**src/rtl/core/pc_value_table_decoder_core_macros.svh**
```systemverilog
// ----------------------------------------------------------------------------
// PC-value table decoder: assertion macros
// Shared assertion wrappers for the decoder core; empty in synthesis builds.
// ----------------------------------------------------------------------------
`ifndef PC_VALUE_TABLE_DECODER_CORE_MACROS_SVH
`define PC_VALUE_TABLE_DECODER_CORE_MACROS_SVH
`ifndef SYNTHESIS
`define PVT_ASSERT(label, clk, rst_n, prop) \
    label: assert property (@(posedge clk) disable iff (!rst_n) (prop)) \
        else $error("pvt assertion failed");
`define PVT_ASSERT_NEXT(label, clk, rst_n, ante, cons) \
    label: assert property (@(posedge clk) disable iff (!rst_n) (ante) |=> (cons)) \
        else $error("pvt assertion failed");
`else
`define PVT_ASSERT(label, clk, rst_n, prop)
`define PVT_ASSERT_NEXT(label, clk, rst_n, ante, cons)
`endif
`endif

```
**src/rtl/core/pvt_pkg.sv**
```systemverilog
// ----------------------------------------------------------------------------
// PC-value table decoder: package
// Types, codes and constants shared by the decoder core modules.
// ----------------------------------------------------------------------------
`default_nettype none

package pvt_pkg;

    localparam int MAX_VARINT_BYTES_DEF = 10;

    localparam logic [2:0]  PC_QUANTUM_RESET = 3'd1;
    localparam logic [31:0] VALUE_ERROR      = 32'hFFFF_FFFF;

    localparam logic CMD_START = 1'b0;
    localparam logic CMD_BYTE  = 1'b1;

    typedef enum logic [1:0] {
        STATUS_FOUND      = 2'd0,
        STATUS_ZERO_DELTA = 2'd1,
        STATUS_TOO_LONG   = 2'd2
    } status_t;

    typedef struct packed {
        logic        command;
        logic [63:0] entry_pc;
        logic [63:0] target_pc;
        logic [7:0]  table_byte;
    } item_t;

    typedef struct packed {
        logic        valid;
        logic [31:0] value;
        status_t     status;
    } result_t;

endpackage

`default_nettype wire

```
**src/rtl/core/pvt_in_stage.sv**
```systemverilog
// ----------------------------------------------------------------------------
// PC-value table decoder: input stage
// Registers one accepted item and releases it when the result side has room.
// ----------------------------------------------------------------------------
`default_nettype none

module pvt_in_stage (
    input  wire logic           clk,
    input  wire logic           rst_n,
    input  wire logic           in_valid,
    output logic                in_ready,
    input  wire pvt_pkg::item_t in_item,
    input  wire logic           drain,
    output logic                step,
    output pvt_pkg::item_t      item
);
    import pvt_pkg::*;

    logic  item_valid_reg;
    logic  item_valid_next;
    item_t item_reg;

    assign step     = item_valid_reg && drain;
    assign in_ready = !item_valid_reg || drain;
    assign item     = item_reg;

    always_comb
    begin
        item_valid_next = item_valid_reg;
        if (in_valid && in_ready)
        begin
            item_valid_next = 1'b1;
        end
        else if (step)
        begin
            item_valid_next = 1'b0;
        end
    end

    always_ff @(posedge clk or negedge rst_n)
    begin
        if (!rst_n)
        begin
            item_valid_reg <= 1'b0;
        end
        else
        begin
            item_valid_reg <= item_valid_next;
        end
    end

    always_ff @(posedge clk)
    begin
        if (in_valid && in_ready)
        begin
            item_reg <= in_item;
        end
    end

endmodule

`default_nettype wire

```
**src/rtl/core/pvt_decoder.sv**
```systemverilog
// ----------------------------------------------------------------------------
// PC-value table decoder: decode stage
// Varint accumulation, zigzag value update, scaled PC update and target test.
// ----------------------------------------------------------------------------
`default_nettype none
`include "pc_value_table_decoder_core_macros.svh"

module pvt_decoder #(
    parameter int MAX_VARINT_BYTES = pvt_pkg::MAX_VARINT_BYTES_DEF
) (
    input  wire logic           clk,
    input  wire logic           rst_n,
    input  wire logic           step,
    input  wire pvt_pkg::item_t item,
    input  wire logic [2:0]     quantum,
    output pvt_pkg::result_t    result
);
    import pvt_pkg::*;

    localparam int CNT_W = $clog2(MAX_VARINT_BYTES);

    logic             busy_reg,       busy_next;
    logic             pc_phase_reg,   pc_phase_next;
    logic             first_pair_reg, first_pair_next;
    logic [63:0]      accum_reg,      accum_next;
    logic [CNT_W-1:0] count_reg,      count_next;
    logic [31:0]      value_reg,      value_next;
    logic [63:0]      pc_reg,         pc_next;
    logic [63:0]      target_reg,     target_next;

    logic [5:0]  shamt;
    logic [63:0] raw;
    logic [31:0] delta;
    logic [63:0] pc_sum;

    assign shamt  = 6'(7 * count_reg);
    assign raw    = accum_reg | ({57'd0, item.table_byte[6:0]} << shamt);
    assign delta  = raw[32:1] ^ {32{raw[0]}};
    assign pc_sum = pc_reg + (raw * {61'd0, quantum});

    always_comb
    begin
        busy_next       = busy_reg;
        pc_phase_next   = pc_phase_reg;
        first_pair_next = first_pair_reg;
        accum_next      = accum_reg;
        count_next      = count_reg;
        value_next      = value_reg;
        pc_next         = pc_reg;
        target_next     = target_reg;
        result.valid    = 1'b0;
        result.value    = VALUE_ERROR;
        result.status   = STATUS_FOUND;
        if (step)
        begin
            if (item.command == CMD_START)
            begin
                busy_next       = 1'b1;
                pc_phase_next   = 1'b0;
                first_pair_next = 1'b1;
                accum_next      = '0;
                count_next      = '0;
                value_next      = VALUE_ERROR;
                pc_next         = item.entry_pc;
                target_next     = item.target_pc;
            end
            else if (busy_reg)
            begin
                if (item.table_byte[7])
                begin
                    if (count_reg == CNT_W'(MAX_VARINT_BYTES - 1))
                    begin
                        busy_next     = 1'b0;
                        result.valid  = 1'b1;
                        result.status = STATUS_TOO_LONG;
                    end
                    else
                    begin
                        accum_next = raw;
                        count_next = count_reg + CNT_W'(1);
                    end
                end
                else
                begin
                    accum_next = '0;
                    count_next = '0;
                    if (!pc_phase_reg)
                    begin
                        if (raw == 64'd0 && !first_pair_reg)
                        begin
                            busy_next     = 1'b0;
                            result.valid  = 1'b1;
                            result.status = STATUS_ZERO_DELTA;
                        end
                        else
                        begin
                            value_next    = value_reg + delta;
                            pc_phase_next = 1'b1;
                        end
                    end
                    else
                    begin
                        pc_next         = pc_sum;
                        pc_phase_next   = 1'b0;
                        first_pair_next = 1'b0;
                        if (target_reg < pc_sum)
                        begin
                            busy_next    = 1'b0;
                            result.valid = 1'b1;
                            result.value = value_reg;
                        end
                    end
                end
            end
        end
    end

    always_ff @(posedge clk or negedge rst_n)
    begin
        if (!rst_n)
        begin
            busy_reg       <= 1'b0;
            pc_phase_reg   <= 1'b0;
            first_pair_reg <= 1'b1;
            accum_reg      <= '0;
            count_reg      <= '0;
            value_reg      <= VALUE_ERROR;
            pc_reg         <= '0;
            target_reg     <= '0;
        end
        else
        begin
            busy_reg       <= busy_next;
            pc_phase_reg   <= pc_phase_next;
            first_pair_reg <= first_pair_next;
            accum_reg      <= accum_next;
            count_reg      <= count_next;
            value_reg      <= value_next;
            pc_reg         <= pc_next;
            target_reg     <= target_next;
        end
    end

    `PVT_ASSERT_NEXT(a_idle_after_result, clk, rst_n, result.valid, !busy_reg)
    `PVT_ASSERT(a_error_value, clk, rst_n, !result.valid || result.status == STATUS_FOUND || result.value == VALUE_ERROR)
    `PVT_ASSERT_NEXT(a_start_clears, clk, rst_n, step && item.command == CMD_START, busy_reg && count_reg == '0 && !pc_phase_reg)

endmodule

`default_nettype wire

```
**src/rtl/core/pvt_out_stage.sv**
```systemverilog
// ----------------------------------------------------------------------------
// PC-value table decoder: output stage
// Holds one result item until the consumer takes it.
// ----------------------------------------------------------------------------
`default_nettype none
`include "pc_value_table_decoder_core_macros.svh"

module pvt_out_stage (
    input  wire logic             clk,
    input  wire logic             rst_n,
    input  wire pvt_pkg::result_t result,
    output logic                  drain,
    output logic                  out_valid,
    input  wire logic             out_ready,
    output logic [31:0]           value,
    output logic [1:0]            status
);
    import pvt_pkg::*;

    logic        out_valid_reg, out_valid_next;
    logic [31:0] value_reg;
    status_t     status_reg;

    assign drain     = !out_valid_reg || out_ready;
    assign out_valid = out_valid_reg;
    assign value     = value_reg;
    assign status    = status_reg;

    always_comb
    begin
        out_valid_next = out_valid_reg;
        if (result.valid)
        begin
            out_valid_next = 1'b1;
        end
        else if (out_ready)
        begin
            out_valid_next = 1'b0;
        end
    end

    always_ff @(posedge clk or negedge rst_n)
    begin
        if (!rst_n)
        begin
            out_valid_reg <= 1'b0;
        end
        else
        begin
            out_valid_reg <= out_valid_next;
        end
    end

    always_ff @(posedge clk)
    begin
        if (result.valid)
        begin
            value_reg  <= result.value;
            status_reg <= result.status;
        end
    end

    `PVT_ASSERT(a_no_overwrite, clk, rst_n, !(result.valid && out_valid_reg && !out_ready))

endmodule

`default_nettype wire

```
**src/rtl/core/pc_value_table_decoder_core.sv**
```systemverilog
// ----------------------------------------------------------------------------
// PC-value table decoder core
// Streams a pc-value table byte by byte and reports the value at a target PC.
//
//   Channel   Handshake              Payload
//   cfg       cfg_valid/cfg_ready    pc_quantum
//   in        in_valid/in_ready      command, entry_pc, target_pc, table_byte
//   out       out_valid/out_ready    table_value, lookup_status
//
// One item is accepted every cycle while in_ready is high. An accepted item
// waits in the input register, is decoded, and any result that it yields is
// registered in the output stage.
// Reset clears all control state and sets the quantum to one.
// A stalled output holds its result and the input register; in_ready falls
// only when both are occupied. The configuration port is always ready.
// ----------------------------------------------------------------------------
`default_nettype none

module pc_value_table_decoder_core #(
    parameter int MAX_VARINT_BYTES = pvt_pkg::MAX_VARINT_BYTES_DEF
) (
    input  wire logic               clk,
    input  wire logic               rst_n,
    input  wire logic               cfg_valid,
    output logic                    cfg_ready,
    input  wire logic [2:0]         pc_quantum,
    input  wire logic               in_valid,
    output logic                    in_ready,
    input  wire logic               command,
    input  wire logic [63:0]        entry_pc,
    input  wire logic [63:0]        target_pc,
    input  wire logic [7:0]         table_byte,
    output logic                    out_valid,
    input  wire logic               out_ready,
    output logic signed [31:0]      table_value,
    output logic [1:0]              lookup_status
);
    import pvt_pkg::*;

    logic [2:0] quantum_reg;
    item_t      in_item;
    item_t      item;
    result_t    result;
    logic       step;
    logic       drain;
    logic [31:0] out_value;

    assign cfg_ready = 1'b1;

    always_ff @(posedge clk or negedge rst_n)
    begin
        if (!rst_n)
        begin
            quantum_reg <= PC_QUANTUM_RESET;
        end
        else if (cfg_valid && cfg_ready)
        begin
            quantum_reg <= pc_quantum;
        end
    end

    assign in_item.command    = command;
    assign in_item.entry_pc   = entry_pc;
    assign in_item.target_pc  = target_pc;
    assign in_item.table_byte = table_byte;

    pvt_in_stage u_in_stage (
        .clk      (clk),
        .rst_n    (rst_n),
        .in_valid (in_valid),
        .in_ready (in_ready),
        .in_item  (in_item),
        .drain    (drain),
        .step     (step),
        .item     (item)
    );

    pvt_decoder #(
        .MAX_VARINT_BYTES (MAX_VARINT_BYTES)
    ) u_decoder (
        .clk     (clk),
        .rst_n   (rst_n),
        .step    (step),
        .item    (item),
        .quantum (quantum_reg),
        .result  (result)
    );

    pvt_out_stage u_out_stage (
        .clk       (clk),
        .rst_n     (rst_n),
        .result    (result),
        .drain     (drain),
        .out_valid (out_valid),
        .out_ready (out_ready),
        .value     (out_value),
        .status    (lookup_status)
    );

    assign table_value = signed'(out_value);

endmodule

`default_nettype wire
```
**config.mk**
```make
export PLATFORM = sky130hd
export DESIGN_NAME = pc_value_table_decoder_core
export DESIGN_NICKNAME = d
export VERILOG_FILES = /design/src/rtl/core/pvt_pkg.sv /design/src/rtl/core/pvt_in_stage.sv /design/src/rtl/core/pvt_decoder.sv /design/src/rtl/core/pvt_out_stage.sv /design/src/rtl/core/pc_value_table_decoder_core.sv
export VERILOG_INCLUDE_DIRS = /design/src /design/src/rtl/core
export SDC_FILE = /design/constraint.sdc
export NUM_CORES = 1
export LEC_CHECK = 0
export CAP_MARGIN = 20
export CORE_ASPECT_RATIO = 1.1
export CORE_MARGIN = 2
export CORE_UTILIZATION = 35
export CTS_CLUSTER_SIZE = 14
export DETAILED_ROUTE_END_ITERATION = 10
export DONT_BUFFER_PORTS = 1
export PLACE_DENSITY = 0.5
export SLEW_MARGIN = 5
export SYNTH_ARGS = -nofsm -noshare
export SYNTH_HDL_FRONTEND = slang
export SYNTH_SLANG_ARGS = --single-unit
```
**constraint.sdc**
```tcl
create_clock -name clk -period 12.7 [get_ports clk]
set_clock_uncertainty 0.2 [all_clocks]
set_input_delay 1.27 -clock clk [delete_from_list [all_inputs] [get_ports clk]]
set_output_delay 1.27 -clock clk [all_outputs]
set_load 0.05 [all_outputs]
```
==> results.sh <==
export IMPL_status="completed"
export IMPL_synth_cell_types=89
export IMPL_synthTopCellsByCount="inv_1 (268), nand2_1 (224), nor2_1 (214)"
export IMPL_finalSetupViolations=0
export IMPL_grt_pass1_wl_um=131000
export IMPL_slew_viol_final=0
export IMPL_port_buffers=0
export IMPL_yosys_register_bits=407
export IMPL_core_um2=79190
export IMPL_cts_root_buf="clkbuf_16"
export IMPL_syn_to_final_growth_pct=10.01
export IMPL_grt_remaining_overflow=0
export IMPL_timing_max_cap_violations=0
export IMPL_period_minus_slack_ps=11850
export IMPL_cpMostUsedCell="fa_1"
export IMPL_cts_buffers=49
export IMPL_powerDensity_nw_per_um2=239.0
export IMPL_crit_fanout=34
export IMPL_die_area_um2=82410
export IMPL_end_kind="flip-flop"
export IMPL_post_route_period_util_pct=93.32
export IMPL_clk_latency_ps=620
export IMPL_fmax_ghz=0.08438
export IMPL_hold_class="in2async"
export IMPL_grt_max_degree=237
export IMPL_synth_edff_count=171
export IMPL_postSynthCellCount=2848
export IMPL_rsz0062_at_grt="no"
export IMPL_fin_cells=3890
export IMPL_total_power_w=0.007374
export IMPL_dr_pass1_iters=5
export IMPL_path_clk_slew_ps=60
export IMPL_tns_ps=0
export IMPL_drt_initial_drc_count=1526
export IMPL_track_usage_pct=20.54
export IMPL_largest_reg_flops=137
export IMPL_cts_hold_fix_buffers=0
export IMPL_drc=0
export IMPL_diodes=0
export IMPL_synthesis_area_um2=28040
export IMPL_leakagePower_nw=13.32
export IMPL_crit_slowest_cell="fa_1"
export IMPL_antenna_found_initial=2
export IMPL_cts_tree="done"
export IMPL_synthesis_nets=3288
export IMPL_start_kind="flip-flop"
export IMPL_fin_util_pct=38.96
export IMPL_synth_yosys_seq_area_share_pct=39.52
export IMPL_wl_per_cell_um=21.51
export IMPL_arrival_ps=11920
export IMPL_crit_type="reg2reg"
export IMPL_ioPinCount=182
export IMPL_gp_congestion=0.9200
export IMPL_clock_sinks=407
export IMPL_clk_path_buf_depth=3
export IMPL_nets=3244
export IMPL_dp_cells=3797
export IMPL_crit_required_ps=12760
export IMPL_synth_area_per_cell_um2=9.847
export IMPL_synthArstFlopShare_pct=57.99
export IMPL_routed_wl_um=83690
export IMPL_netlist_area_leader_share_pct=18.31
export IMPL_vias=20816
export IMPL_dp_hpwl_um=63960
export IMPL_slew_headroom_pct=24.29
export IMPL_ys_warn_count=0
export IMPL_synth_most_common_cell="inv_1"
export IMPL_fillers=7928
export IMPL_ctsHtreeMaxLevel=2
export IMPL_cts_setup_buffers=0
export IMPL_worstMarginPinSlew_ps=1107
export IMPL_ys_flop_type="dfrtp_1"
export IMPL_vdd_drop_max_mv=0.1343
export IMPL_whs_ps=175.9
export IMPL_rows=108
export IMPL_avgViaCountPerCell=5.351
export IMPL_netlist_top_cells_area="edfxtp_1 (18%), dfrtp_1 (18%), fa_1 (9.1%)"
export IMPL_ant_nets=0
export IMPL_slowest_delay_ps=1200
export IMPL_fp_dieH_um=300.9
export IMPL_drive_above_1_share_pct=9.315
export IMPL_synth_area_leader_cell="edfxtp_1"
export IMPL_finalHoldViolations=0
export IMPL_grt_pass1_vias=21299
export IMPL_dieWidth_um=273.9
export IMPL_initial_core_util_pct=35.42
export IMPL_ctsResizeCount=0
[cells by family after synthesis]
family                     Yosys count  share of synthesized area, %
muxes                              103                         4.310
DFF                                407                         39.52
buffers and inverters              405                         5.737
adders and majority gates          295                         16.59
AOI/OAI and AO/OA                  664                         15.17
and+or+nand+nor                    848                         14.75
other                                1                       0.01337
xor gates and xnor gates           125                         3.904
[layout make-up]
type | count | area, um2 | share of cell area (%)
Clock buffer | 66 | 1341 | 4.347
Clock inverter | 26 | 354.1 | 1.148
Inverter | 270 | 1016 | 3.293
Multi-Input combinational cell | 2036 | 15430 | 50.01
Sequential cell | 407 | 11080 | 35.92
Tap cell | 1045 | 1308 | 4.238
Timing Repair Buffer | 40 | 320.3 | 1.038
[routing by layer]
metal,vias to the layer above,wire [um],track usage [%]
li1,9835,-,-
met1,10324,39430,29.23
met2,547,38550,33.00
met3,110,3655,2.568
met4,0,2057,5.461
met5,-,0,0
[placed cells by master, fill, tap and decap left out, types with 18 or more instances in the layout]
master     synthesis  routed
a211oi_1          20      20
a21boi_0          29      29
a21o_1            77      77
a21oi_1          205     202
a31oi_1           40      40
and2_1            25      24
and3_1            42      42
buf_4             10      39
clkbuf_16          0      50
dfrtp_1          202     202
dfstp_2           34      34
edfxtp_1         171     171
fa_1             128     128
ha_1             167     167
inv_1            268     268
mux2_2            78      78
mux2i_1           18      18
nand2_1          224     224
nand2b_1          60      60
nand3_1           51      51
nand4_1           24      24
nor2_1           214     211
nor2b_1          102     102
nor3_1            54      54
nor4_1            18      18
o211ai_1          28      28
o21ai_0          119     118
xnor2_1           64      64
xor2_1            61      61
[per-stage QoR]
| stage | setup WS, ps | instance area [um2] |
|---|---|---|
| finish | 848.3 | 30850 |
| global route | 20.79 | 30850 |
| CTS | 780.3 | 30820 |
| detailed placement | 817.5 | 29130 |
| global placement | 1161 | 29130 |
| floorplan | 2104 | 28040 |
[power breakdown]
group | leakage [nW] | total (W) | internal, W | switching [W]
combinational | 7.96 | 0.00404 | 0.00157 | 0.00247
sequential | 4.56 | 0.00185 | 0.00166 | 0.000193
clock | 0.805 | 0.00148 | 0.000890 | 0.000591
[final timing paths]
check | cells after the start | startpoint | end | slack (ps)
min in group clk | 1 | u_in_stage.item[12] | u_decoder.target_reg[4] | 270
max in group asynchronous | 0 | rst_n | u_decoder.value_reg[29] | 11710
setup / recovery | 35 | u_decoder.count_reg[0] | u_out_stage.value[2] | 850
setup reg to reg | 35 | u_decoder.count_reg[0] | u_out_stage.value[2] | 850
hold reg to reg | 1 | u_in_stage.item[12] | u_decoder.target_reg[4] | 270
hold / removal | 0 | rst_n | u_decoder.target_reg[20] | 180
[critical path: cells and delay by family, from the launching register on]
family / cells / cell delay (ps)
buf+inv: 7 / 1780
fa+ha+maj: 7 / 3500
compound gates: 12 / 3910
flops: 1 / 320
simple gates: 9 / 1730
Note: power is estimated with default switching activity, not from simulation.
